### src/design/tccs_pkg.sv
// Package: shared constants, types and the sigmoid table of the conv/sigmoid unit.
package tccs_pkg;

	// Sizes of the image, the filters and the stores
	localparam int MAX_IMAGE  = 64;
	localparam int MAX_KERNEL = 5;
	localparam int IMG_W      = $clog2(MAX_IMAGE + 1);
	localparam int POS_W      = (MAX_IMAGE > 1) ? $clog2(MAX_IMAGE) : 1;
	localparam int KER_W      = $clog2(MAX_KERNEL + 1);
	localparam int KSEL_W     = (MAX_KERNEL > 1) ? $clog2(MAX_KERNEL) : 1;
	localparam int WN         = MAX_KERNEL * MAX_KERNEL;
	localparam int WSLOT_W    = (WN > 1) ? $clog2(WN) : 1;
	localparam int BIAS_DEPTH = MAX_IMAGE * MAX_IMAGE;
	localparam int BIAS_AW    = (BIAS_DEPTH > 1) ? $clog2(BIAS_DEPTH) : 1;

	// Field widths of the channels
	localparam int MODE_W    = 2;
	localparam int SLOT_W    = 12;
	localparam int SAMPLE_W  = 16;
	localparam int OUT_POS_W = 6;
	localparam int ACT_W     = 16;

	// Configuration port
	localparam int CFG_DATA_W = 7;
	localparam int CFG_IDX_W  = 1;
	localparam logic [CFG_IDX_W-1:0] CFG_IMAGE_WIDTH  = 1'b0;
	localparam logic [CFG_IDX_W-1:0] CFG_KERNEL_WIDTH = 1'b1;

	// Item modes
	localparam logic [MODE_W-1:0] MODE_WEIGHT = 2'd0;
	localparam logic [MODE_W-1:0] MODE_BIAS   = 2'd1;
	localparam logic [MODE_W-1:0] MODE_PIXEL  = 2'd2;

	// MAC datapath
	localparam int LANES  = 3 * WN;
	localparam int PROD_W = 2 * SAMPLE_W;
	localparam int ACC_W  = PROD_W + $clog2(LANES + 1) + 1;
	localparam int GRP    = 5;
	localparam int L1N    = (LANES + GRP - 1) / GRP;
	localparam int L2N    = (L1N + GRP - 1) / GRP;

	// Queues
	localparam int FQ_DEPTH = 4;
	localparam int FQ_AW    = 2;
	localparam int OQ_DEPTH = 16;
	localparam int OQ_AW    = 4;

	typedef enum logic [1:0] {
		KIND_WEIGHT,
		KIND_BIAS,
		KIND_PIXEL
	} tccs_kind_t;

	// Three channel samples, channel one in element 0
	typedef logic [2:0][SAMPLE_W-1:0] tccs_px_t;
	typedef tccs_px_t [MAX_KERNEL-1:0][MAX_KERNEL-1:0] tccs_win_t;

	// Classified item between front and back
	typedef struct packed {
		tccs_kind_t           kind;
		logic [BIAS_AW-1:0]   addr;
		logic [WSLOT_W-1:0]   wslot;
		tccs_px_t             px;
		logic [POS_W-1:0]     col;
		logic [KSEL_W-1:0]    slot_row;
		logic [KSEL_W-1:0]    base;
		logic                 produce;
		logic                 final_res;
		logic [OUT_POS_W-1:0] out_row;
		logic [OUT_POS_W-1:0] out_col;
	} tccs_item_t;

	// Item leaving the window stage
	typedef struct packed {
		logic                 valid;
		tccs_kind_t           kind;
		logic [WSLOT_W-1:0]   wslot;
		tccs_px_t             px;
		logic                 produce;
		logic                 final_res;
		logic [OUT_POS_W-1:0] out_row;
		logic [OUT_POS_W-1:0] out_col;
		logic [SAMPLE_W-1:0]  bias;
	} tccs_stage_t;

	// Result entry of the output queue
	typedef struct packed {
		logic [OUT_POS_W-1:0] out_row;
		logic [OUT_POS_W-1:0] out_col;
		logic [ACT_W-1:0]     activation;
		logic                 final_res;
	} tccs_res_t;

	// Sigmoid sample points, step 0.5 from -8 to +8, Q0.16
	function automatic logic [15:0] sig_point(input logic [5:0] idx);
		logic [15:0] v;
		case (idx)
			6'd0:  v = 16'd22;
			6'd1:  v = 16'd36;
			6'd2:  v = 16'd60;
			6'd3:  v = 16'd98;
			6'd4:  v = 16'd162;
			6'd5:  v = 16'd267;
			6'd6:  v = 16'd439;
			6'd7:  v = 16'd720;
			6'd8:  v = 16'd1179;
			6'd9:  v = 16'd1921;
			6'd10: v = 16'd3108;
			6'd11: v = 16'd4971;
			6'd12: v = 16'd7812;
			6'd13: v = 16'd11955;
			6'd14: v = 16'd17625;
			6'd15: v = 16'd24743;
			6'd16: v = 16'd32768;
			6'd17: v = 16'd40793;
			6'd18: v = 16'd47911;
			6'd19: v = 16'd53581;
			6'd20: v = 16'd57724;
			6'd21: v = 16'd60565;
			6'd22: v = 16'd62428;
			6'd23: v = 16'd63615;
			6'd24: v = 16'd64357;
			6'd25: v = 16'd64816;
			6'd26: v = 16'd65097;
			6'd27: v = 16'd65269;
			6'd28: v = 16'd65374;
			6'd29: v = 16'd65438;
			6'd30: v = 16'd65476;
			6'd31: v = 16'd65500;
			default: v = 16'd65514;
		endcase
		return v;
	endfunction

endpackage

### src/design/tccs_if.sv
// Interfaces: input item channel and result channel.
interface tccs_in_if;
	logic                                 valid;
	logic                                 ready;
	logic [tccs_pkg::MODE_W-1:0]          mode;
	logic [tccs_pkg::SLOT_W-1:0]          slot;
	logic signed [tccs_pkg::SAMPLE_W-1:0] sample_a;
	logic signed [tccs_pkg::SAMPLE_W-1:0] sample_b;
	logic signed [tccs_pkg::SAMPLE_W-1:0] sample_c;

	modport source (output valid, output mode, output slot, output sample_a,
		output sample_b, output sample_c, input ready);
	modport sink (input valid, input mode, input slot, input sample_a,
		input sample_b, input sample_c, output ready);
endinterface


### src/design/tccs_front.sv
// Front: config registers, item classification, raster position and the item queue.
module tccs_front (
	input  logic                                clk,
	input  logic                                arst_n,
	tccs_in_if.sink                             items,
	input  logic                                cfg_we,
	input  logic [tccs_pkg::CFG_IDX_W-1:0]      cfg_index,
	input  logic [tccs_pkg::CFG_DATA_W-1:0]     cfg_data,
	output logic [tccs_pkg::KER_W-1:0]          k_eff,
	output logic                                q_valid,
	output tccs_pkg::tccs_item_t                q_item,
	input  logic                                q_pop
);

	logic [6:0]                        image_width_q;
	logic [2:0]                        kernel_width_q;
	logic [tccs_pkg::POS_W-1:0]        row_q, col_q;
	logic [tccs_pkg::KSEL_W-1:0]       srow_q;
	logic [tccs_pkg::BIAS_AW-1:0]      bidx_q;
	tccs_pkg::tccs_item_t              fq_q [tccs_pkg::FQ_DEPTH];
	logic [tccs_pkg::FQ_AW-1:0]        fq_wp_q, fq_rp_q;
	logic [tccs_pkg::FQ_AW:0]          fq_cnt_q;

	logic [tccs_pkg::IMG_W-1:0]        w_eff;
	logic                              last_col, last_row, produce, keep, accept, push;
	logic [tccs_pkg::KSEL_W+1:0]       bsum;
	tccs_pkg::tccs_item_t              item;

	// Clamp registers to their legal ranges
	always_comb begin
		if (image_width_q == '0)
			w_eff = tccs_pkg::IMG_W'(1);
		else if (int'(image_width_q) > tccs_pkg::MAX_IMAGE)
			w_eff = tccs_pkg::IMG_W'(tccs_pkg::MAX_IMAGE);
		else
			w_eff = tccs_pkg::IMG_W'(image_width_q);
		if (kernel_width_q == '0)
			k_eff = tccs_pkg::KER_W'(1);
		else if (int'(kernel_width_q) > tccs_pkg::MAX_KERNEL)
			k_eff = tccs_pkg::KER_W'(tccs_pkg::MAX_KERNEL);
		else
			k_eff = tccs_pkg::KER_W'(kernel_width_q);
	end

	// Window position of the current pixel
	always_comb begin
		last_col = (int'(col_q) + 1) >= int'(w_eff);
		last_row = (int'(row_q) + 1) >= int'(w_eff);
		produce  = (int'(k_eff) <= int'(w_eff)) && ((int'(row_q) + 1) >= int'(k_eff))
			&& ((int'(col_q) + 1) >= int'(k_eff));
		// row-buffer slot holding the top window row
		bsum = (tccs_pkg::KSEL_W+2)'(srow_q) + (tccs_pkg::KSEL_W+2)'(tccs_pkg::MAX_KERNEL + 1)
			- (tccs_pkg::KSEL_W+2)'(k_eff);
		if (bsum >= (tccs_pkg::KSEL_W+2)'(tccs_pkg::MAX_KERNEL))
			bsum = bsum - (tccs_pkg::KSEL_W+2)'(tccs_pkg::MAX_KERNEL);
	end

	// Classify the incoming item
	always_comb begin
		item           = '0;
		item.px        = {items.sample_c, items.sample_b, items.sample_a};
		item.wslot     = tccs_pkg::WSLOT_W'(items.slot);
		item.col       = col_q;
		item.slot_row  = srow_q;
		item.base      = tccs_pkg::KSEL_W'(bsum);
		item.out_row   = tccs_pkg::OUT_POS_W'(int'(row_q) + 1 - int'(k_eff));
		item.out_col   = tccs_pkg::OUT_POS_W'(int'(col_q) + 1 - int'(k_eff));
		item.final_res = last_col && last_row;
		item.addr      = bidx_q;
		keep           = 1'b0;
		case (items.mode)
			tccs_pkg::MODE_WEIGHT: begin
				item.kind = tccs_pkg::KIND_WEIGHT;
				keep      = int'(items.slot) < tccs_pkg::WN;
			end
			tccs_pkg::MODE_BIAS: begin
				item.kind = tccs_pkg::KIND_BIAS;
				item.addr = tccs_pkg::BIAS_AW'(items.slot);
				keep      = int'(items.slot) < tccs_pkg::BIAS_DEPTH;
			end
			tccs_pkg::MODE_PIXEL: begin
				item.kind    = tccs_pkg::KIND_PIXEL;
				item.produce = produce;
				keep         = 1'b1;
			end
			default: keep = 1'b0;
		endcase
	end

	assign items.ready = fq_cnt_q != (tccs_pkg::FQ_AW+1)'(tccs_pkg::FQ_DEPTH);
	assign accept      = items.valid && items.ready;
	assign push        = accept && keep;
	assign q_valid     = fq_cnt_q != '0;
	assign q_item      = fq_q[fq_rp_q];

	// Config registers and raster counters
	always_ff @(posedge clk or negedge arst_n) begin
		if (!arst_n) begin
			image_width_q  <= 7'd8;
			kernel_width_q <= 3'd3;
			row_q          <= '0;
			col_q          <= '0;
			srow_q         <= '0;
			bidx_q         <= '0;
		end else if (cfg_we) begin
			if (cfg_index == tccs_pkg::CFG_IMAGE_WIDTH)
				image_width_q <= cfg_data[6:0];
			else
				kernel_width_q <= cfg_data[2:0];
			row_q  <= '0;
			col_q  <= '0;
			srow_q <= '0;
			bidx_q <= '0;
		end else if (accept && items.mode == tccs_pkg::MODE_PIXEL) begin
			if (last_col && last_row)
				bidx_q <= '0;
			else if (produce)
				bidx_q <= bidx_q + tccs_pkg::BIAS_AW'(1);
			if (last_col) begin
				col_q <= '0;
				if (last_row) begin
					row_q  <= '0;
					srow_q <= '0;
				end else begin
					row_q  <= row_q + tccs_pkg::POS_W'(1);
					srow_q <= (srow_q == tccs_pkg::KSEL_W'(tccs_pkg::MAX_KERNEL - 1)) ? '0
						: srow_q + tccs_pkg::KSEL_W'(1);
				end
			end else begin
				col_q <= col_q + tccs_pkg::POS_W'(1);
			end
		end
	end

	// Item queue toward the back
	always_ff @(posedge clk or negedge arst_n) begin
		if (!arst_n) begin
			fq_wp_q  <= '0;
			fq_rp_q  <= '0;
			fq_cnt_q <= '0;
		end else begin
			if (push)
				fq_wp_q <= fq_wp_q + tccs_pkg::FQ_AW'(1);
			if (q_pop)
				fq_rp_q <= fq_rp_q + tccs_pkg::FQ_AW'(1);
			fq_cnt_q <= fq_cnt_q + (tccs_pkg::FQ_AW+1)'(push) - (tccs_pkg::FQ_AW+1)'(q_pop);
		end
	end

	always_ff @(posedge clk) begin
		if (push)
			fq_q[fq_wp_q] <= item;
	end

endmodule

### src/flat_wrapper.sv
// flat-port wrapper written by rule: the top's interface ports become plain ports
module tccs_front_flat 
  (clk, arst_n, cfg_we, cfg_index, cfg_data, k_eff, q_valid, q_item, q_pop, items_valid, items_mode, items_slot, items_sample_a, items_sample_b, items_sample_c, items_ready);
  tccs_in_if items_i ();
  input  logic clk;
  input  logic arst_n;
  input  logic cfg_we;
  input  logic [tccs_pkg::CFG_IDX_W-1:0] cfg_index;
  input  logic [tccs_pkg::CFG_DATA_W-1:0] cfg_data;
  output logic [tccs_pkg::KER_W-1:0] k_eff;
  output logic q_valid;
  output tccs_pkg::tccs_item_t q_item;
  input  logic q_pop;
  input wire logic [$bits(items_i.valid)-1:0] items_valid;
  input wire logic [$bits(items_i.mode)-1:0] items_mode;
  input wire logic [$bits(items_i.slot)-1:0] items_slot;
  input wire logic [$bits(items_i.sample_a)-1:0] items_sample_a;
  input wire logic [$bits(items_i.sample_b)-1:0] items_sample_b;
  input wire logic [$bits(items_i.sample_c)-1:0] items_sample_c;
  output wire logic [$bits(items_i.ready)-1:0] items_ready;
  assign items_i.valid = items_valid;
  assign items_i.mode = items_mode;
  assign items_i.slot = items_slot;
  assign items_i.sample_a = items_sample_a;
  assign items_i.sample_b = items_sample_b;
  assign items_i.sample_c = items_sample_c;
  assign items_ready = items_i.ready;
  tccs_front u_core (.clk(clk), .arst_n(arst_n), .items(items_i), .cfg_we(cfg_we), .cfg_index(cfg_index), .cfg_data(cfg_data), .k_eff(k_eff), .q_valid(q_valid), .q_item(q_item), .q_pop(q_pop));
endmodule
### config.mk
export PLATFORM = sky130hd
export DESIGN_NAME = tccs_front_flat
export DESIGN_NICKNAME = d
export VERILOG_FILES = /design/src/design/tccs_pkg.sv /design/src/design/tccs_if.sv /design/src/design/tccs_front.sv /design/src/flat_wrapper.sv
export SDC_FILE = /design/constraint.sdc
export NUM_CORES = 1
export LEC_CHECK = 0
export ABC_AREA = 1
export BUFFER_PORTS_ARGS = -buffer_cell sky130_fd_sc_hd__buf_2
export CAP_MARGIN = 40
export CELL_PAD_IN_SITES_DETAIL_PLACEMENT = 0
export CELL_PAD_IN_SITES_GLOBAL_PLACEMENT = 2
export CORE_ASPECT_RATIO = 2
export CORE_MARGIN = 10
export CORE_UTILIZATION = 43
export DETAILED_ROUTE_END_ITERATION = 6
export GPL_TIMING_DRIVEN = 1
export PLACE_DENSITY_LB_ADDON = 0.1
export SLEW_MARGIN = 20
export SYNTH_ARGS = -nofsm -noshare
export SYNTH_HDL_FRONTEND = slang
export SYNTH_SLANG_ARGS = --single-unit
### constraint.sdc
create_clock -name clk -period 14.7 [get_ports clk]
set_input_delay 0 -clock clk [delete_from_list [all_inputs] [get_ports clk]]
set_output_delay 0 -clock clk [all_outputs]
set_load 0.01 [all_outputs]
---- Word level (Yosys, flattened, before mapping) ----
Memory sizes are Yosys's and may differ from the RTL's.
Index checks and enable logic that the tools add are counted.
W data, S select, Z words.
word-level totals
  register bits ........................... 44
  RAM bits ................................ 372
  input port bits ......................... 75
  output and inout port bits .............. 98
  memories ................................ 1
memories
  memory       words  bits a word  read ports  clocked after memory_dff  wr ports  line              text
  u_core.fq_q  4      93           1           0                         1         tccs_front.sv:20  tccs_pkg::tccs_item_t fq_q [tccs_pkg::FQ_DEPTH];
operators by class
  $add $sub $neg .......................... 15
  $lt $le $gt $ge ......................... 9
  equality and inequality tests ........... 4
  mux-type cells .......................... 27
  bitwise logic cells ..................... 1
  reductions and logical operators ........ 18
operators by type and width
  cell                     number
  $mux W12                 5
  $mux W6                  7
  $mux W3                  8
  $add A6 B1 Y7 const B    2
  $ge A7 B3 Y1             2
  $ge A7 B7 Y1             2
  $mux W7                  2
  $add A12 B1 Y12 const B  1
  $add A6 B1 Y6 const B    2
  $lt A12 B5 Y1 const B    1
  $sub A6 B4 Y6            2
  $reduce_and A2 Y1        4
  $gt A7 B7 Y1 const B     1
  $le A3 B7 Y1             1
  $logic_not A7 Y1         1
  $logic_and A1 B1 Y1      6
  $reduce_bool A3 Y1       2
  $ge A5 B3 Y1 const B     1
  $sub A4 B3 Y5            1
  $add A2 B1 Y2 const B    2
  $add A3 B3 Y4 const B    1
  $pmux W2 S2              1
  $reduce_bool A2 Y1       2
  $add A3 B1 Y3            1
  other kinds (14)         16

---- Depth between registers and ports, before layout ----
Gate-level depths: netlist of run 1.
  word-level depth ........................ 10
  mapped depth ............................ 19
  mapped depth without buffers ............ 18

---- Worst setup path before layout of run 1 ----
No wires, ideal clock.
  path kind ............................... register -> register
  start point ............................. register u_core.fq_cnt_q[1] (netlist bit)
  end point ............................... memory u_core.fq_q[0][0] (netlist bit) (enable)
  arrival ................................. 4.771 ns
  required time ........................... 14.154 ns
  path slack .............................. 9.383 ns
  cell stages (with the launch flop) ...... 7
  clock period less this slack ............ 5.317 ns
  cells stage by stage .................... dfrtp_1 > inv_1 > nand3_1 > nand2_1 > nor2_1 > nand2_1 > nor2_1
between the ends
  cells in the longest elaborated chain, start to end .. 5
ends and longest elaborated chain
  element                        line                text
  from (decl)                    tccs_front.sv:22    logic [tccs_pkg::FQ_AW:0] fq_cnt_q;
  from (signal assigned)         tccs_front.sv:146   fq_cnt_q <= fq_cnt_q + (tccs_pkg::FQ_AW+1)'(push) - (tccs_pkg::FQ_AW+1)'(q_pop);
  $ne A3 B3 Y1                   tccs_front.sv:90    assign items.ready = fq_cnt_q != (tccs_pkg::FQ_AW+1)'(tccs_pkg::FQ_DEPTH);
  named net items_ready          flat_wrapper.sv:20  output wire logic [$bits(items_i.ready)-1:0] items_ready;
  $logic_and A1 B1 Y1            tccs_front.sv:91    assign accept = items.valid && items.ready;
  $logic_and A1 B1 Y1            tccs_front.sv:92    assign push = accept && keep;
  $mux W1                        tccs_front.sv:151   if (push)
  $mux W1 (not written as such)  tccs_front.sv:152   fq_q[fq_wp_q] <= item;
  to (decl)                      tccs_front.sv:20
The timed path passes the listed nets, and every way through them passes these cells.

==> results of run 1 <==
==> flip-flops by register name (all words and copies together), names as in the netlist <==
| signal | flops |
|---|---|
| u_core.row_q | 6 |
| u_core.fq_wp_q | 2 |
| u_core.image_width_q | 7 |
| u_core.kernel_width_q | 3 |
| u_core.srow_q | 3 |
| u_core.fq_cnt_q | 3 |
| u_core.fq_q | 372 |
| u_core.fq_rp_q | 2 |
| u_core.col_q | 6 |
| u_core.bidx_q | 12 |
==> power by group <==
| group | leakage [nW] | switching (mW) | internal, mW | total [mW] |
|---|---|---|---|---|
| clock | 0.587 | 0.418 | 0.572 | 0.990 |
| combinational | 3.33 | 0.914 | 0.442 | 1.36 |
| sequential | 3.96 | 0.0855 | 1.47 | 1.56 |
==> through the flow <==
step	power [mW]	cells	util, %	area, µm²	worst slack (ps)
global route	4.149	2216	52.04	20930	10820
global placement	2.927	2066	46.75	18800	11350
detailed placement	2.953	2068	46.83	18830	11380
floorplan	2.381	1421	-	17430	9383
CTS	3.963	2213	51.86	20850	10960
finish	3.904	2216	52.04	20930	11090
==> cell type report <==
class	instances	area, µm²	area share, %
inverters	97	366.6	1.752
flip-flops and latches	416	12280	58.68
clock buffers	50	1006	4.807
repair buffers	270	1867	8.921
well taps	530	663.1	3.169
clock inverters	16	224.0	1.070
multi-input cells	837	4519	21.60
==> worst max-delay path: cells and delay by family (launching register included) <==
kind,cells,cell delay (ps)
DFF,1,710
AOI/OAI and AO/OA,2,460
buffers and inverters,4,1810
==> placed cells by master (no fill, tap or decap), types with 4 or more instances in the layout <==
cell type / n
buf_4: 14
xor2_1: 26
dfrtp_1: 39
clkbuf_16: 38
edfxtp_1: 372
nor2_2: 4
nand2_4: 4
mux2_2: 5
a21oi_1: 9
ha_1: 43
nor3_1: 7
nand2_1: 128
nor2_1: 220
nor2_4: 7
inv_2: 6
dlygate4sd3_1: 79
inv_1: 90
nand3_1: 37
o21ai_0: 215
bufinv_16: 5
clkbuf_1: 11
o22ai_1: 99
nand4_1: 7
nand2_2: 7
buf_2: 172
==> path summary, 6_finish.rpt <==
check / to / depth (start not counted)
max in group asynchronous: u_core.fq_rp_q[0]$_DFFE_PN0P_ / 3
worst max register to register: u_core.fq_q[1][16]$_DFFE_PP_ / 11
worst max-delay path: q_item[20] / 6
worst min-delay path: u_core.fq_q[3][92]$_DFFE_PP_ / 2
worst min register to register: u_core.bidx_q[9]$_DFFE_PN0P_ / 2
min in group asynchronous: u_core.bidx_q[7]$_DFFE_PN0P_ / 3
==> routing by layer <==
metal	track usage, %	wire length, µm	vias up	share of wire, %
li1	-	-	5540	-
met1	19.72	17730	5674	40
met2	33.44	24130	213	54
met3	2.755	1727	60	3.9
met4	5.524	1140	0	2.5
met5	0	0	-	0
==> cells by family after synthesis <==
logic type	count (synthesis)	synth area share, %
and+or+nand+nor	429	10.35
DFF	416	70.41
AOI/OAI and AO/OA	330	10.36
buffers and inverters	168	3.840
adders and majority gates	45	3.316
xor gates and xnor gates	28	1.407
muxes	5	0.3229
==> repair_timing <==
action | 4_1_cts | 5_1_grt
buffers inserted | 0 | 0
hold endpoints to repair | 312 | 0
hold buffers | 79 | 0
==> results.rst, run 1 <==
.. list-table::
   :header-rows: 1

   * - Metric
     - Value
   * - Post-synth top flop
     - edfxtp_1
   * - CTS tree
     - done
   * - Syn_nets
     - 1541
   * - Placer Congestion
     - 0.7844
   * - Number of clock sinks seen by CTS
     - ~420
   * - Maximum clock path buffer count
     - 3
   * - Highest net fanout along the worst path
     - 76
   * - Cell taking the most area after synthesis
     - edfxtp_1
   * - Via count
     - 11487
   * - Most frequently used cell type in the post-synthesis netlist
     - edfxtp_1
   * - Result of the run
     - complete, no violations
   * - Std cell rows
     - approximately 100
   * - Tmin final
     - around 3600 ps
   * - Async set-reset flop share out of synthesis
     - 10.58%
   * - Remaining number of nets flagged by the antenna check after routing
     - 0
   * - TritonRoute pass-1 iters
     - 5
   * - Post-synthesis average cell area
     - 12.27 µm²
   * - Nature of the critical path endpoint
     - output pin
   * - CP Data Arrival Time
     - 3610 ps
   * - Count of input and output buffers
     - 172
   * - Max-Slew Margin vs Limit
     - 45.02%
   * - Filler Cell Count
     - 3532
   * - Aggregate routed wire length
     - 44720 µm
   * - Syn. warnings
     - 0
   * - Leakage dissipation
     - 7.874 nW
   * - Largest cells by area after synthesis
     - edfxtp_1 64%, o21ai_0 6.2%, dfrtp_1 5.9%
   * - Sum of negative setup slack
     - 0 ps
   * - Worst hold slack after final layout
     - 37.42 ps
   * - Longest individual stage delay on the worst path
     - 710 ps
   * - Number of enable-type register cells in the synthesized netlist
     - 372
   * - Final Setup Violations
     - 0
   * - Type of origin of the critical path
     - register
   * - Slack of the worst reg-to-reg path
     - between 10000 and 15000 ps
   * - CTS HTree Levels
     - 2
   * - Post-Syn Area
     - 17430 µm²
   * - Hold violation count in the final report
     - 0
   * - Highest-delay cell along the critical path
     - dfrtp_4
   * - Worst flop-to-flop path startpoint
     - u_core.kernel_width_q[2]$_DFFE_PN0P_
   * - First-pass GRT wire length
     - 68350 µm
   * - Post-cts repair resize count
     - 0
   * - Overall Global Routing Usage
     - 17.77%
   * - Start point of the worst hold path
     - items_mode[1]
   * - Fmax achieved
     - ~0.28 GHz
   * - I/O pin cnt
     - 173
   * - Timing startpoint of the critical path
     - u_core.fq_rp_q[0]$_DFFE_PN0P_
   * - Initial core utilization
     - 43.36%
   * - Diode count
     - 0
   * - Path category of the worst min-delay check
     - input port to register
   * - Width of the die
     - 162.4 µm
   * - Detailed-route vias per instance
     - between 5 and 6
   * - Post-Route Skew
     - 9.126 ps
   * - Total count of max-transition violations in the final report
     - 0
   * - Fraction of synthesized cell area taken by the top area cell type
     - between 60 and 70%
   * - Number of synthesized register bits
     - between 400 and 500
   * - Overall overflow remaining after global route
     - 0
   * - Max cap viols
     - 0
   * - Floorplan die height
     - 304.8 µm
   * - RSZ-0062 raised after global routing
     - no
   * - Iteration-0 DRC count of the detailed router
     - 614
   * - Core box area
     - 40210 µm²
   * - Die area
     - 49490 µm²
   * - Pin count of the biggest net entering global routing
     - approximately 80
   * - Post-synthesis sequential area ratio
     - 70.41%
   * - Required time of the critical path
     - 14700 ps
   * - Actual transition at the worst max-transition pin
     - between 800 and 900 ps
   * - Area growth from synthesis to final layout
     - 20.03%
   * - Power density over the cells
     - approximately 190 nW/µm²
   * - Clock-pin slew reported for the worst setup and hold paths after clock tree synthesis
     - 70 ps
   * - Ratio of cells with drive above 1 in the final layout
     - between 10% and 20%
   * - Number of global-route vias before repair
     - 11828
   * - Number of instances in the synthesized netlist
     - 1421
   * - Remaining DRCs
     - 0
   * - Category of the most critical setup path
     - register to output pin
   * - CP cell instances
     - inv_4, buf_4, buf_12, o21ai_0, o22ai_1, buf_2
   * - WL/cell
     - between 20 and 25 µm
   * - Clock insertion delay at the later pin of the skew report
     - 530 ps
   * - Number of buffers created by CTS
     - 37
   * - Total number of nets in the final design
     - 1779
   * - Commonest cells in the netlist
     - 372 x edfxtp_1, 224 x nor2_1, 215 x o21ai_0
   * - Detailed Place HPWL
     - 27900 µm
   * - Period utilisation layout
     - 24.57%
   * - Maximum VDD drop
     - 94.47 µV
   * - Number of different library cells in the post-synthesis netlist
     - 40
   * - Clock Root Buffer
     - clkbuf_16
   * - Initial antenna violation count
     - 0
(Power assumes the default switching activity.)
==> run 2: changes to the inputs <==
--- a/config.mk
+++ b/config.mk
@@ -12,7 +12,7 @@
 export CELL_PAD_IN_SITES_GLOBAL_PLACEMENT = 2
 export CORE_ASPECT_RATIO = 2
 export CORE_MARGIN = 10
-export CORE_UTILIZATION = 43
+export CORE_UTILIZATION = 36
 export DETAILED_ROUTE_END_ITERATION = 6
 export GPL_TIMING_DRIVEN = 1
 export PLACE_DENSITY_LB_ADDON = 0.1
==> constraint.sdc (replaced) <==
create_clock -name clk -period 3.15 [get_ports clk]
set_input_delay 0 -clock clk [delete_from_list [all_inputs] [get_ports clk]]
set_output_delay 0 -clock clk [all_outputs]
set_load 0.01 [all_outputs]
==> run 2 against run 1 <==
Against the previous run: worst hold slack lost 2.4 ps; critical endpoint is now u_core.fq_q[2][16]$_DFFE_PP_; clock power increased to 5.2 times the previous value; combinational power rose to 4.9 times the previous value; clock skew rose by 13 ps; largest power group unchanged; non-clock buffer count up 24; critical path type is now register to register; final cell count increased by 6.3%; critical path depth is 5 higher; total power grew to 4.8 times the previous value.
==> results.rst, run 2 (synthesized netlist as in run 1, its figures left out) <==
.. list-table::
   :header-rows: 1

   * - Metric
     - Value
   * - Required time of the critical path
     - 3450 ps (-11250 ps)
   * - Result of the run
     - complete, no violations
   * - Number of buffers created by CTS
     - 41 (+11%)
   * - Count of buffer and inverter cells on the critical path
     - 4 (unchanged)
   * - Highest-delay cell along the critical path
     - dfstp_2
   * - Clock insertion delay at the later pin of the skew report
     - 560 ps (+30 ps)
   * - Hold Path Cell Cnt
     - 2 (unchanged)
   * - Post-cts repair resize count
     - 0 (unchanged)
   * - Slack of the worst reg-to-reg path
     - 280 ps (-11150 ps)
   * - Hold violation count in the final report
     - 0 (unchanged)
   * - Proportion of power drawn by flip-flops and latches
     - 37.6% (-2.3 points)
   * - Initial core utilization
     - 36.16% (-7.2 points)
   * - Sum of negative setup slack
     - 0 ps (unchanged)
   * - Aggregate routed wire length
     - 47410 µm (+6.0%)
   * - Std cell rows
     - 114 (+9.6%)
   * - Total count of max-transition violations in the final report
     - 0 (unchanged)
   * - Fmax achieved
     - around 0.35 GHz
   * - Leakage dissipation
     - 8.122 nW (+3.2%)
   * - Width of the die
     - 175.6 µm (+8.1%)
   * - Type of origin of the critical path
     - register
   * - Slack of the critical path
     - 279.7 ps (-10810 ps)
   * - Initial antenna violation count
     - 2 (+2)
   * - Sequential cell area in the final layout
     - 12280 µm² (unchanged)
   * - Max FFs per register
     - 372 (unchanged)
   * - Timing startpoint of the critical path
     - u_core.kernel_width_q[1]$_DFFE_PN1P_
   * - Max cap viols
     - 0 (unchanged)
   * - Register with the most flip-flops
     - u_core.fq_q
   * - Top Family by Delay on Critical Path
     - adder cells
   * - TritonRoute pass-1 iters
     - 5 (unchanged)
   * - Max-Slew Margin vs Limit
     - 48.72% (+3.7 points)
   * - Core box area
     - 48210 µm² (+20%)
   * - Nature of the critical path endpoint
     - register
   * - Die area
     - 58170 µm² (+18%)
   * - Final Setup Violations
     - 0 (unchanged)
   * - WL/cell
     - 20.12 µm (-0.28%)
   * - Filler Cell Count
     - 4616 (+31%)
   * - CP cell instances
     - inv_2, a21oi_1, inv_1, ha_1, inv_1, ha_1, inv_1, fa_1, o221ai_1, nand2_1, xor2_1
   * - Count of input and output buffers
     - 172 (unchanged)
   * - CTS HTree Levels
     - 2 (unchanged)
   * - Endpoint of the lowest-slack register-to-register path
     - u_core.fq_q[2][16]$_DFFE_PP_
   * - Total design power
     - 18.86 mW (+380%)
   * - Psw
     - 6.772 mW (+380%)
   * - Number of global-route vias before repair
     - 12329 (+4.2%)
   * - First-pass GRT wire length
     - 73140 µm (+7.0%)
   * - Area growth from synthesis to final layout
     - 23.47%
   * - Sw Share
     - 35.91% (-0.38 points)
   * - Path category of the worst min-delay check
     - input port to register
   * - Hold path endpoint
     - u_core.fq_q[1][92]$_DFFE_PP_
   * - Overall Global Routing Usage
     - 16.12% (-1.6 points)
   * - Overall overflow remaining after global route
     - 0 (unchanged)
   * - Maximum clock path buffer count
     - 3 (unchanged)
   * - RSZ-0062 raised after global routing
     - no
   * - Detailed-route vias per instance
     - 4.979 (-4.0%)
   * - Path depth of the worst reg2reg path
     - 11 (unchanged)
   * - Most repeated library cell on the critical path
     - inv_1
   * - Post-layout utilization of the core
     - 44.65% (-7.4 points)
   * - Diode count
     - 0 (unchanged)
   * - Remaining DRCs
     - 0 (unchanged)
   * - Post-Route Skew
     - 22.34 ps (+13.21 ps)
   * - Most common cell after layout, fill and taps aside
     - edfxtp_1
   * - Placed Area
     - 19330 µm² (+2.6%)
   * - Combined area of the multi-input logic cells
     - 4519 µm² (unchanged)
   * - Category of the most critical setup path
     - register to register
   * - Number of clock sinks seen by CTS
     - 416 (unchanged)
   * - Combinational share of power
     - 35.4% (+0.7 points)
   * - Floorplan die height
     - 331.2 µm (+8.7%)
   * - Remaining number of nets flagged by the antenna check after routing
     - 0 (unchanged)
   * - Iteration-0 DRC count of the detailed router
     - 572 (-6.8%)
   * - Tmin final
     - around 2900 ps
   * - Total number of nets in the final design
     - 1807 (+1.6%)
   * - Ratio of cells with drive above 1 in the final layout
     - 18.63% (+1.5 points)
   * - Worst flop-to-flop path startpoint
     - u_core.kernel_width_q[1]$_DFFE_PN1P_
   * - Part of the power in the clock network
     - 27.0% (+1.6 points)
   * - Pin count of the biggest net entering global routing
     - 147 (+86%)
   * - Start point of the worst hold path
     - items_mode[1]
   * - Highest net fanout along the worst path
     - 4 (-95%)
   * - Leading cell types in the layout, fill and taps excluded
     - 372 x edfxtp_1, 220 x nor2_1, 215 x o21ai_0
   * - Longest individual stage delay on the worst path
     - 570 ps (-140 ps)
   * - Placer Congestion
     - 0.7610 (-3.0%)
   * - Period utilisation layout
     - about nine tenths
   * - Via count
     - 11730 (+2.1%)
   * - Maximum VDD drop
     - 741.9 µV (+690%)
   * - Largest regs
     - u_core.fq_q x372, u_core.bidx_q x12, u_core.image_width_q x7
   * - I/O pin cnt
     - 173 (unchanged)
   * - Power density over the cells
     - 876.0 nW/µm² (+370%)
   * - CTS tree
     - done
   * - Clock-pin slew reported for the worst setup and hold paths after clock tree synthesis
     - 60 ps (about the same)
   * - Clock Root Buffer
     - clkbuf_16
   * - Actual transition at the worst max-transition pin
     - 769.1 ps (-55.59 ps)
   * - Final Cell Area
     - 21530 µm² (+2.9%)
   * - Detailed Place HPWL
     - 29480 µm (+5.7%)
   * - CP Data Arrival Time
     - 3170 ps (-440 ps)
   * - Pre-CTS setup slack
     - 205.5 ps (-11170 ps)
   * - Cell-internal power
     - 12.09 mW (+390%)
## run 2: cell count changes in the layout (fill, tap and decap cells not counted), moves of 2 or more
cell / change
inv_6: +2
buf_4: +13
buf_16: -2
clkbuf_1: -6
clkbuf_16: +5
clkinv_1: +6
clkinvlp_4: -3
clkinv_4: +3
buf_12: +12
## run 2: how the worst max path moves through the flow
stage	endpoint	slack (ps)	cells after the start
after floorplan	u_core.fq_q[0][0]$_DFFE_PP_	-650	6
after global placement	u_core.fq_q[0][16]$_DFFE_PP_	200	12
after detailed placement	u_core.fq_q[1][16]$_DFFE_PP_	210	11
after CTS	u_core.fq_q[2][16]$_DFFE_PP_	210	11
after global routing	u_core.fq_q[0][15]$_DFFE_PP_	20	12
final	u_core.fq_q[2][16]$_DFFE_PP_	280	11
## run 2: metal layers
metal  vias to the layer above  routed length, µm  track usage [%]
met2                       224              25100            29.58
met5                         -                 18                0
met4                         4               1128            5.016
met1                      5835              19340            18.51
met3                        62               1832            2.697
li1                       5605                  -                -
## run 2: cell type report
cell class	instances	area share [%]
sequential	416	57.05
multi-input combinational	837	20.99
clock buffer	50	5.214
timing repair buffer	294	10.03
inverter	97	1.715
clock inverter	24	1.290
tap	638	3.708
## run 2: power by group through the flow
stage	sequential, mW	combinational [mW]	clock (mW)
2_1_floorplan	7.17	3.93	0
3_3_place_gp	7.20	6.74	0
3_5_place_dp	7.21	6.80	0
4_1_cts	7.09	6.90	5.27
5_1_grt	7.14	7.50	5.45
6_report	7.09	6.67	5.10
## run 2: through the flow
stage               hold WS [ps]  instances
floorplan                 -295.6       1421
global placement           108.3       2201
detailed placement         113.8       2202
CTS                        32.68       2356
global route               53.63       2356
finish                     34.99       2356
## run 2: what timing repair did
item / CTS / global route
hold buffers: 80 / 0
hold endpoints to repair: 303 / 0
buffers inserted: 0 / 0
